**src/tea_pkg.sv**
```systemverilog
package tea_pkg;

  typedef logic [31:0] word_t;

  // The four key words, index 0 is key_word0.
  typedef word_t [3:0] key_t;

  typedef logic [1:0] cfg_idx_t;

  typedef enum logic {
    CMD_ENCRYPT = 1'b0,
    CMD_DECRYPT = 1'b1
  } cmd_t;

  localparam cfg_idx_t REG_KEY_WORD0 = 2'd0;
  localparam cfg_idx_t REG_KEY_WORD1 = 2'd1;
  localparam cfg_idx_t REG_KEY_WORD2 = 2'd2;
  localparam cfg_idx_t REG_KEY_WORD3 = 2'd3;

  localparam word_t DELTA_STEP = 32'h9e37_79b9;
  localparam int unsigned ROUNDS_DEFAULT = 8;

  // Data that travels down the round pipeline with each item.
  typedef struct packed {
    cmd_t  cmd;
    word_t v0;
    word_t v1;
  } stage_t;

endpackage

```
**src/tea_half_round.sv**
```systemverilog
module tea_half_round #(
  parameter bit             HALF    = 1'b0,
  parameter tea_pkg::word_t SUM_ENC = '0,
  parameter tea_pkg::word_t SUM_DEC = '0
) (
  input  logic            clk,
  input  logic            rst_n,
  input  tea_pkg::key_t   key,
  input  logic            in_valid,
  output logic            in_ready,
  input  tea_pkg::stage_t in_data,
  output logic            out_valid,
  input  logic            out_ready,
  output tea_pkg::stage_t out_data
);
  import tea_pkg::*;

  logic   valid_r;
  stage_t data_r;
  stage_t data_nxt;

  logic   upd_v0;
  logic   is_dec;
  word_t  src;
  word_t  dst;
  word_t  ka;
  word_t  kb;
  word_t  sum;
  word_t  mix;
  word_t  res;

  // In the first half-round encryption updates v0 and decryption updates v1;
  // the second half-round does the opposite. The updated word always pairs
  // v0 with key words 0 and 1 and v1 with key words 2 and 3.
  always_comb begin
    is_dec = (in_data.cmd == CMD_DECRYPT);
    upd_v0 = (HALF == 1'b0) ^ is_dec;
    src    = upd_v0 ? in_data.v1 : in_data.v0;
    dst    = upd_v0 ? in_data.v0 : in_data.v1;
    ka     = upd_v0 ? key[0] : key[2];
    kb     = upd_v0 ? key[1] : key[3];
    sum    = is_dec ? SUM_DEC : SUM_ENC;
    mix    = ((src << 4) + ka) ^ (src + sum) ^ ((src >> 5) + kb);
    res    = is_dec ? (dst - mix) : (dst + mix);
    data_nxt     = in_data;
    if (upd_v0) begin
      data_nxt.v0 = res;
    end else begin
      data_nxt.v1 = res;
    end
  end

  assign in_ready  = !valid_r || out_ready;
  assign out_valid = valid_r;
  assign out_data  = data_r;

  always_ff @(posedge clk) begin
    if (!rst_n) begin
      valid_r <= 1'b0;
    end else if (in_ready) begin
      valid_r <= in_valid;
    end
  end

  always_ff @(posedge clk) begin
    if (in_ready && in_valid) begin
      data_r <= data_nxt;
    end
  end

endmodule

```
**config.mk**
```make
export PLATFORM = sky130hd
export DESIGN_NAME = tea_half_round
export DESIGN_NICKNAME = d
export VERILOG_FILES = /design/src/tea_pkg.sv /design/src/tea_half_round.sv
export SDC_FILE = /design/constraint.sdc
export NUM_CORES = 1
export LEC_CHECK = 0
export BUFFER_PORTS_ARGS = -buffer_cell sky130_fd_sc_hd__buf_4
export CAP_MARGIN = 10
export CORE_UTILIZATION = 60
export CTS_BUF_LIST = sky130_fd_sc_hd__clkbuf_16
export DETAILED_ROUTE_END_ITERATION = 10
export GPL_TIMING_DRIVEN = 0
export HOLD_SLACK_MARGIN = 0.12
export PLACE_DENSITY_LB_ADDON = 0.05
export SYNTH_ARGS = -nofsm -noshare
export SYNTH_HDL_FRONTEND = slang
export SYNTH_SLANG_ARGS = --single-unit
```
**constraint.sdc**
```tcl
create_clock -name clk -period 16.6 [get_ports clk]
set_clock_uncertainty 0.2 [all_clocks]
set_input_delay 3.32 -clock clk [delete_from_list [all_inputs] [get_ports clk]]
set_output_delay 3.32 -clock clk [all_outputs]
set_load 0.05 [all_outputs]
```
==> impl_metrics.env, run 1 <==
export IMPL_status="completed"
export IMPL_dp_hpwl_microns=26500
export IMPL_critPathLaunch="in_data[64]"
export IMPL_synth_area_sq_um=9880
export IMPL_io_buffers=263
export IMPL_cts_sink_count=66
export IMPL_dp_cells=1619
export IMPL_max_stage_delay_ps=610
export IMPL_antenna_found_initial=0
export IMPL_drc=0
export IMPL_rrSetupSlack_ps=14810
export IMPL_ys_seq_elements=66
export IMPL_insertion_delay_ps=330
export IMPL_fp_dieH_microns=130
export IMPL_wl_per_cell_microns=20.2
export IMPL_io_pins=264
export IMPL_synthFlopType="edfxtp_1"
export IMPL_final_common_cell="buf_4"
export IMPL_relSlewSlack=0.378
export IMPL_utilization=0.781
export IMPL_crit_arrival_ps=12220
export IMPL_drtIter0Drc=993
export IMPL_start_kind="primary input"
export IMPL_synth_cell_types=87
export IMPL_pwr_share_seq=0.150
export IMPL_p_per_area_nw_per_um2=155
export IMPL_power_internal_uw=970
export IMPL_drive_gt1_frac=0.292
export IMPL_path_max_fanout=10
export IMPL_drt_vias_per_instance=6.32
export IMPL_yosysWarnings=0
export IMPL_syn_avg_cell_area_sq_um=8.68
export IMPL_synthArstFlopShare=0
export IMPL_final_nets=1700
export IMPL_p_sw_uw=971
export IMPL_drt_pass1_iterations=7
export IMPL_rsz0062_at_grt="false"
export IMPL_hold_start="out_valid"
export IMPL_grt_first_pass_wirelength_microns=49900
export IMPL_routabilityCongestion=0.996
export IMPL_critPathKind="in -> reg"
export IMPL_numCtsBuffers=9
export IMPL_finalMaxSlewViolations=0
export IMPL_maxCapViolations=0
export IMPL_critPathCaptureType="register"
export IMPL_hold_viol=0
export IMPL_die_w_microns=130
export IMPL_ctsHtreeMaxLevel=3
export IMPL_cts_repair_resized=0
export IMPL_combinationalPowerShare=0.736
export IMPL_required_ps=16470
export IMPL_drtAntennaViolNets=0
export IMPL_cp_num_buf_inv=10
export IMPL_start_util=0.618
export IMPL_grt_overflow=0
export IMPL_ctsHoldBuffers=0
export IMPL_dieArea_sq_um=17000
export IMPL_setup_violations=0
export IMPL_tns_ps=0
export IMPL_vias=10336
export IMPL_track_usage=0.385
export IMPL_cts_setup_buffers=0
export IMPL_coreArea_sq_um=16000
export IMPL_cellLeakagePower_uw=0.00550
export IMPL_crit_reg2reg_launch="out_valid"
export IMPL_cts_tree="built"
export IMPL_syn_nets=1425
export IMPL_diodes=0
export IMPL_period_needed_ps=12350
export IMPL_hold_path_class="reg -> reg"
export IMPL_power_frac_clock=0.114
export IMPL_critPathTopFamily="compound AO/OA/AOI/OAI gates"
export IMPL_root_buffer="clkbuf_16"
export IMPL_synth_edff_count=65
export IMPL_synthCells=1139
export IMPL_seq_area_frac_synth=0.200
export IMPL_max_freq_mhz=81.0
export IMPL_stdcell_count=1635
export IMPL_grt_pass1_vias=9425
export IMPL_final_cell_mix="264 x buf_4, 122 x xnor2_1, 99 x nand2_1, 94 x o21ai_0, 90 x mux2_2"
export IMPL_areaGrowthSynthToFinish_pct=26.4
export IMPL_drt_wl_total_microns=33100
export IMPL_clkTransAtPathRegs_ps=60
export IMPL_finalCritPeriodShare=0.744
export IMPL_tightest_slew_ps=932
export IMPL_grt_max_degree=45
export IMPL_vdd_drop_max_uv=105
export IMPL_slowest_stage="clkbuf_1"
export IMPL_p_sw_frac=0.500
export IMPL_rows=46
export IMPL_cts_buffer_depth=2
## Yosys cell counts (3+ instances only)
| library cell | count | area share |
|---|---|---|
| and2_1 | 11 | 0.0070 |
| and4_1 | 4 | 0.0035 |
| mux2i_1 | 12 | 0.012 |
| a31oi_1 | 17 | 0.011 |
| xnor3_1 | 4 | 0.0091 |
| nand3_1 | 24 | 0.012 |
| xor2_1 | 43 | 0.038 |
| or2_2 | 4 | 0.0025 |
| mux2_2 | 90 | 0.10 |
| a21oi_1 | 80 | 0.041 |
| o211ai_1 | 17 | 0.013 |
| o31ai_1 | 6 | 0.0046 |
| a21o_1 | 44 | 0.033 |
| a21boi_1 | 4 | 0.0030 |
| a311o_1 | 3 | 0.0030 |
| a221oi_2 | 3 | 0.0046 |
| nand4_1 | 7 | 0.0044 |
| nor2_1 | 66 | 0.025 |
| a211oi_2 | 3 | 0.0038 |
| buf_2 | 6 | 0.0030 |
| nand2_1 | 99 | 0.038 |
| o21bai_1 | 11 | 0.0084 |
| ha_1 | 86 | 0.11 |
| buf_6 | 4 | 0.0046 |
| a211oi_1 | 13 | 0.0099 |
| and3_1 | 7 | 0.0044 |
| or3_1 | 3 | 0.0019 |
| o22ai_1 | 3 | 0.0019 |
| nor3_1 | 15 | 0.0076 |
| nand2b_1 | 13 | 0.0082 |
| nor3b_2 | 3 | 0.0038 |
| inv_1 | 32 | 0.012 |
| xnor2_1 | 122 | 0.11 |
| o21a_1 | 8 | 0.0061 |
| fa_1 | 3 | 0.0061 |
| edfxtp_1 | 65 | 0.20 |
| a41oi_1 | 4 | 0.0035 |
| clkbuf_1 | 31 | 0.012 |
| nor2b_1 | 13 | 0.0082 |
| o21ai_0 | 94 | 0.048 |
## through the flow
stage	total power, uW	area [sq um]	hold slack, ps	setup WS (ps)
floorplan	1330	9880	946	6080
global placement	1650	12100	312	4300
detailed placement	1670	12100	387	4220
CTS	1910	12500	400	4500
global route	2050	12500	426	3730
finish	1940	12500	380	4250
## kinds of logic (layout without fill, tap and decap cells)
logic type | after synthesis | count (layout) | share of synthesized area
AND/OR/NAND/NOR | 288 | 288 | 0.145
buffers and inverters | 77 | 357 | 0.0334
flip-flops | 66 | 66 | 0.200
adder cells (fa/ha/maj) | 89 | 89 | 0.115
multiplexers | 104 | 104 | 0.119
AO/OA/AOI/OAI | 341 | 341 | 0.223
XOR/XNOR | 174 | 174 | 0.165
## worst paths after layout
check,end,cells past startpoint
worst max-delay path,out_data[63],34
worst min-delay path,out_valid,2
worst max register to register,out_data[23],3
worst min register to register,out_valid,2
## routing by layer
| layer | GRT usage | part of all wire | vias to the layer above |
|---|---|---|---|
| li1 | - | - | 4768 |
| met1 | 0.521 | 0.41 | 4806 |
| met2 | 0.629 | 0.46 | 679 |
| met3 | 0.0586 | 0.10 | 83 |
| met4 | 0.126 | 0.028 | 0 |
| met5 | 0 | 0 | - |
## registers in the layout, indices dropped and copies added (netlist names)
name / count
out_data: 65
out_valid: 1
## final cells by class
class / instances / area, sq um
inverter: 33 / 124
buffer: 44 / 206
timing repair buffer: 264 / 1990
multi-input combinational: 996 / 7580
tap: 216 / 270
sequential: 66 / 1970
fill: 1153 / 3510
clock buffer: 9 / 225
clock inverter: 7 / 116
## power groups by stage
stage          Sequential, uW  Combinational [uW]  Clock, uW
2_1_floorplan             489                 846          0
3_3_place_gp              292                1360          0
3_5_place_dp              294                1380          0
4_1_cts                   291                1400        220
5_1_grt                   296                1530        225
6_report                  291                1430        221
## worst reg2reg max path: stages, from the launching register on
cell	delay, ps
dfxtp_1	310
nand2b_1	110
and2_2	500
buf_12	320
Power figures use the tool's default switching activity.
==> run 2: changes to the inputs <==
--- a/config.mk
+++ b/config.mk
@@ -7,7 +7,7 @@
 export LEC_CHECK = 0
 export BUFFER_PORTS_ARGS = -buffer_cell sky130_fd_sc_hd__buf_4
 export CAP_MARGIN = 10
-export CORE_UTILIZATION = 60
+export CORE_UTILIZATION = 50
 export CTS_BUF_LIST = sky130_fd_sc_hd__clkbuf_16
 export DETAILED_ROUTE_END_ITERATION = 10
 export GPL_TIMING_DRIVEN = 0
==> constraint.sdc (replaced) <==
create_clock -name clk -period 11 [get_ports clk]
set_clock_uncertainty 0.2 [all_clocks]
set_input_delay 2.2 -clock clk [delete_from_list [all_inputs] [get_ports clk]]
set_output_delay 2.2 -clock clk [all_outputs]
set_load 0.05 [all_outputs]
==> run 2 against run 1 <==
Net effect: register-to-register slack worse by 5600 ps; via count shrank 4.1%; die area grew 20%; sequential share of layout area about the same; first-iteration DRC count decreased by 20%; total power increased by 46%; critical path type unchanged.
==> impl_metrics.env, run 2 (synthesis gave the netlist of run 1 again) <==
export IMPL_slowest_stage="nor4b_4"
export IMPL_clkTransAtPathRegs_ps=50
export IMPL_drive_gt1_frac=0.294
export IMPL_routed_wl_met2_microns=14700
export IMPL_status="completed"
export IMPL_hold_ws_ps=382
export IMPL_rsz0062_at_grt="false"
export IMPL_dp_hpwl_microns=26700
export IMPL_diodes=0
export IMPL_cellLeakagePower_uw=0.00548
export IMPL_ctsHtreeMaxLevel=3
export IMPL_fp_dieH_microns=143
export IMPL_cts_sink_count=66
export IMPL_final_common_cell="buf_4"
export IMPL_finalCritPeriodShare=0.949
export IMPL_start_util=0.509
export IMPL_critPathCaptureType="register"
export IMPL_hold_path_class="reg -> reg"
export IMPL_die_w_microns=143
export IMPL_fin_total_pwr_uw=2830
export IMPL_tns_ps=0
export IMPL_required_ps=10850
export IMPL_drtIter0Drc=798
export IMPL_final_cell_mix="264 x buf_4, 122 x xnor2_1, 99 x nand2_1, 94 x o21ai_0, 90 x mux2_2"
export IMPL_drt_pass1_iterations=5
export IMPL_cpMostUsedCell="a21o_1"
export IMPL_hold_viol=0
export IMPL_crit_arrival_ps=10300
export IMPL_drt_vias_per_instance=5.90
export IMPL_grt_pass1_vias=9068
export IMPL_tightest_slew_ps=944
export IMPL_routabilityCongestion=0.936
export IMPL_drtAntennaViolNets=0
export IMPL_max_stage_delay_ps=520
export IMPL_m1WireLength_microns=14500
export IMPL_final_nets=1697
export IMPL_root_buffer="clkbuf_16"
export IMPL_cts_buffer_depth=2
export IMPL_numCtsBuffers=9
export IMPL_dieArea_sq_um=20300
export IMPL_antenna_found_initial=0
export IMPL_critPathKind="in -> reg"
export IMPL_dr_wl_met3_microns=2290
export IMPL_drt_wl_total_microns=32200
export IMPL_topRoutingLayerUsed="met4"
export IMPL_finalMaxSlewViolations=0
export IMPL_io_buffers=263
export IMPL_io_pins=264
export IMPL_cts_tree="built"
export IMPL_largest_reg_flops=65
export IMPL_relSlewSlack=0.364
export IMPL_cts_setup_buffers=0
export IMPL_utilization=0.643
export IMPL_wl_per_cell_microns=19.1
export IMPL_drc=0
export IMPL_track_usage=0.314
export IMPL_start_kind="primary input"
export IMPL_insertion_delay_ps=320
export IMPL_setup_slack_ps=556
export IMPL_coreArea_sq_um=19400
export IMPL_dp_slack_ps=-385
export IMPL_setup_violations=0
export IMPL_grt_first_pass_wirelength_microns=48600
export IMPL_grt_overflow=0
export IMPL_areaGrowthSynthToFinish_pct=26.2
export IMPL_path_max_fanout=19
export IMPL_p_per_area_nw_per_um2=227
export IMPL_maxCapViolations=0
export IMPL_grt_max_degree=66
export IMPL_rows=51
export IMPL_max_freq_mhz=95.8
export IMPL_vdd_drop_max_uv=98.4
export IMPL_period_needed_ps=10440
export IMPL_vias=9914
[run 2: final cells by class]
type,instances,area (sq um)
fill,1752,6930
clock inverter,7,56.3
inverter,33,124
buffer,42,206
sequential,66,1970
tap,265,332
timing repair buffer,263,1970
multi-input combinational,996,7580
clock buffer,9,225
[run 2: power breakdown]
group          leakage [uW]  total [uW]  internal, uW  switching [uW]
registers          0.000642         440           414            26.5
clock network      0.000144         272           171             101
logic               0.00469        2120           826            1290
total               0.00548        2830          1410            1420
[run 2: through the flow]
| step | instances | area [sq um] |
|---|---|---|
| after floorplan | 1139 | 9880 |
| after CTS | 1683 | 12500 |
| after global routing | 1681 | 12500 |
| after global placement | 1667 | 12200 |
| after detailed placement | 1667 | 12200 |
| final | 1681 | 12500 |
[run 2: path summary, 6_finish.rpt]
kind                    start           end  slack [ps]  cells past startpoint
setup / recovery  in_data[64]  out_data[62]         560                     31
setup reg to reg    out_valid   out_data[1]        9240                      2
hold / removal      out_valid     out_valid         380                      2
hold reg to reg     out_valid     out_valid         380                      2
[run 2: routing by layer]
| layer | up-vias | track usage |
|---|---|---|
| li1 | 4772 | - |
| met1 | 4654 | 0.448 |
| met2 | 450 | 0.509 |
| met3 | 38 | 0.0205 |
| met4 | 0 | 0.0849 |
| met5 | - | 0 |
[run 2: what timing repair did]
item                                    4_1_cts  5_1_grt
hold buffers                                  0        0
endpoints found under the setup margin        3       11
gates resized for setup                       1       10
[run 2: critical path, delay by kind of cell]
kind	cells	cell delay, ps
buf+inv	7	1590
mux	1	380
compound gates	14	3090
simple gates	2	960
fa+ha+maj	3	1040
xor+xnor	4	980
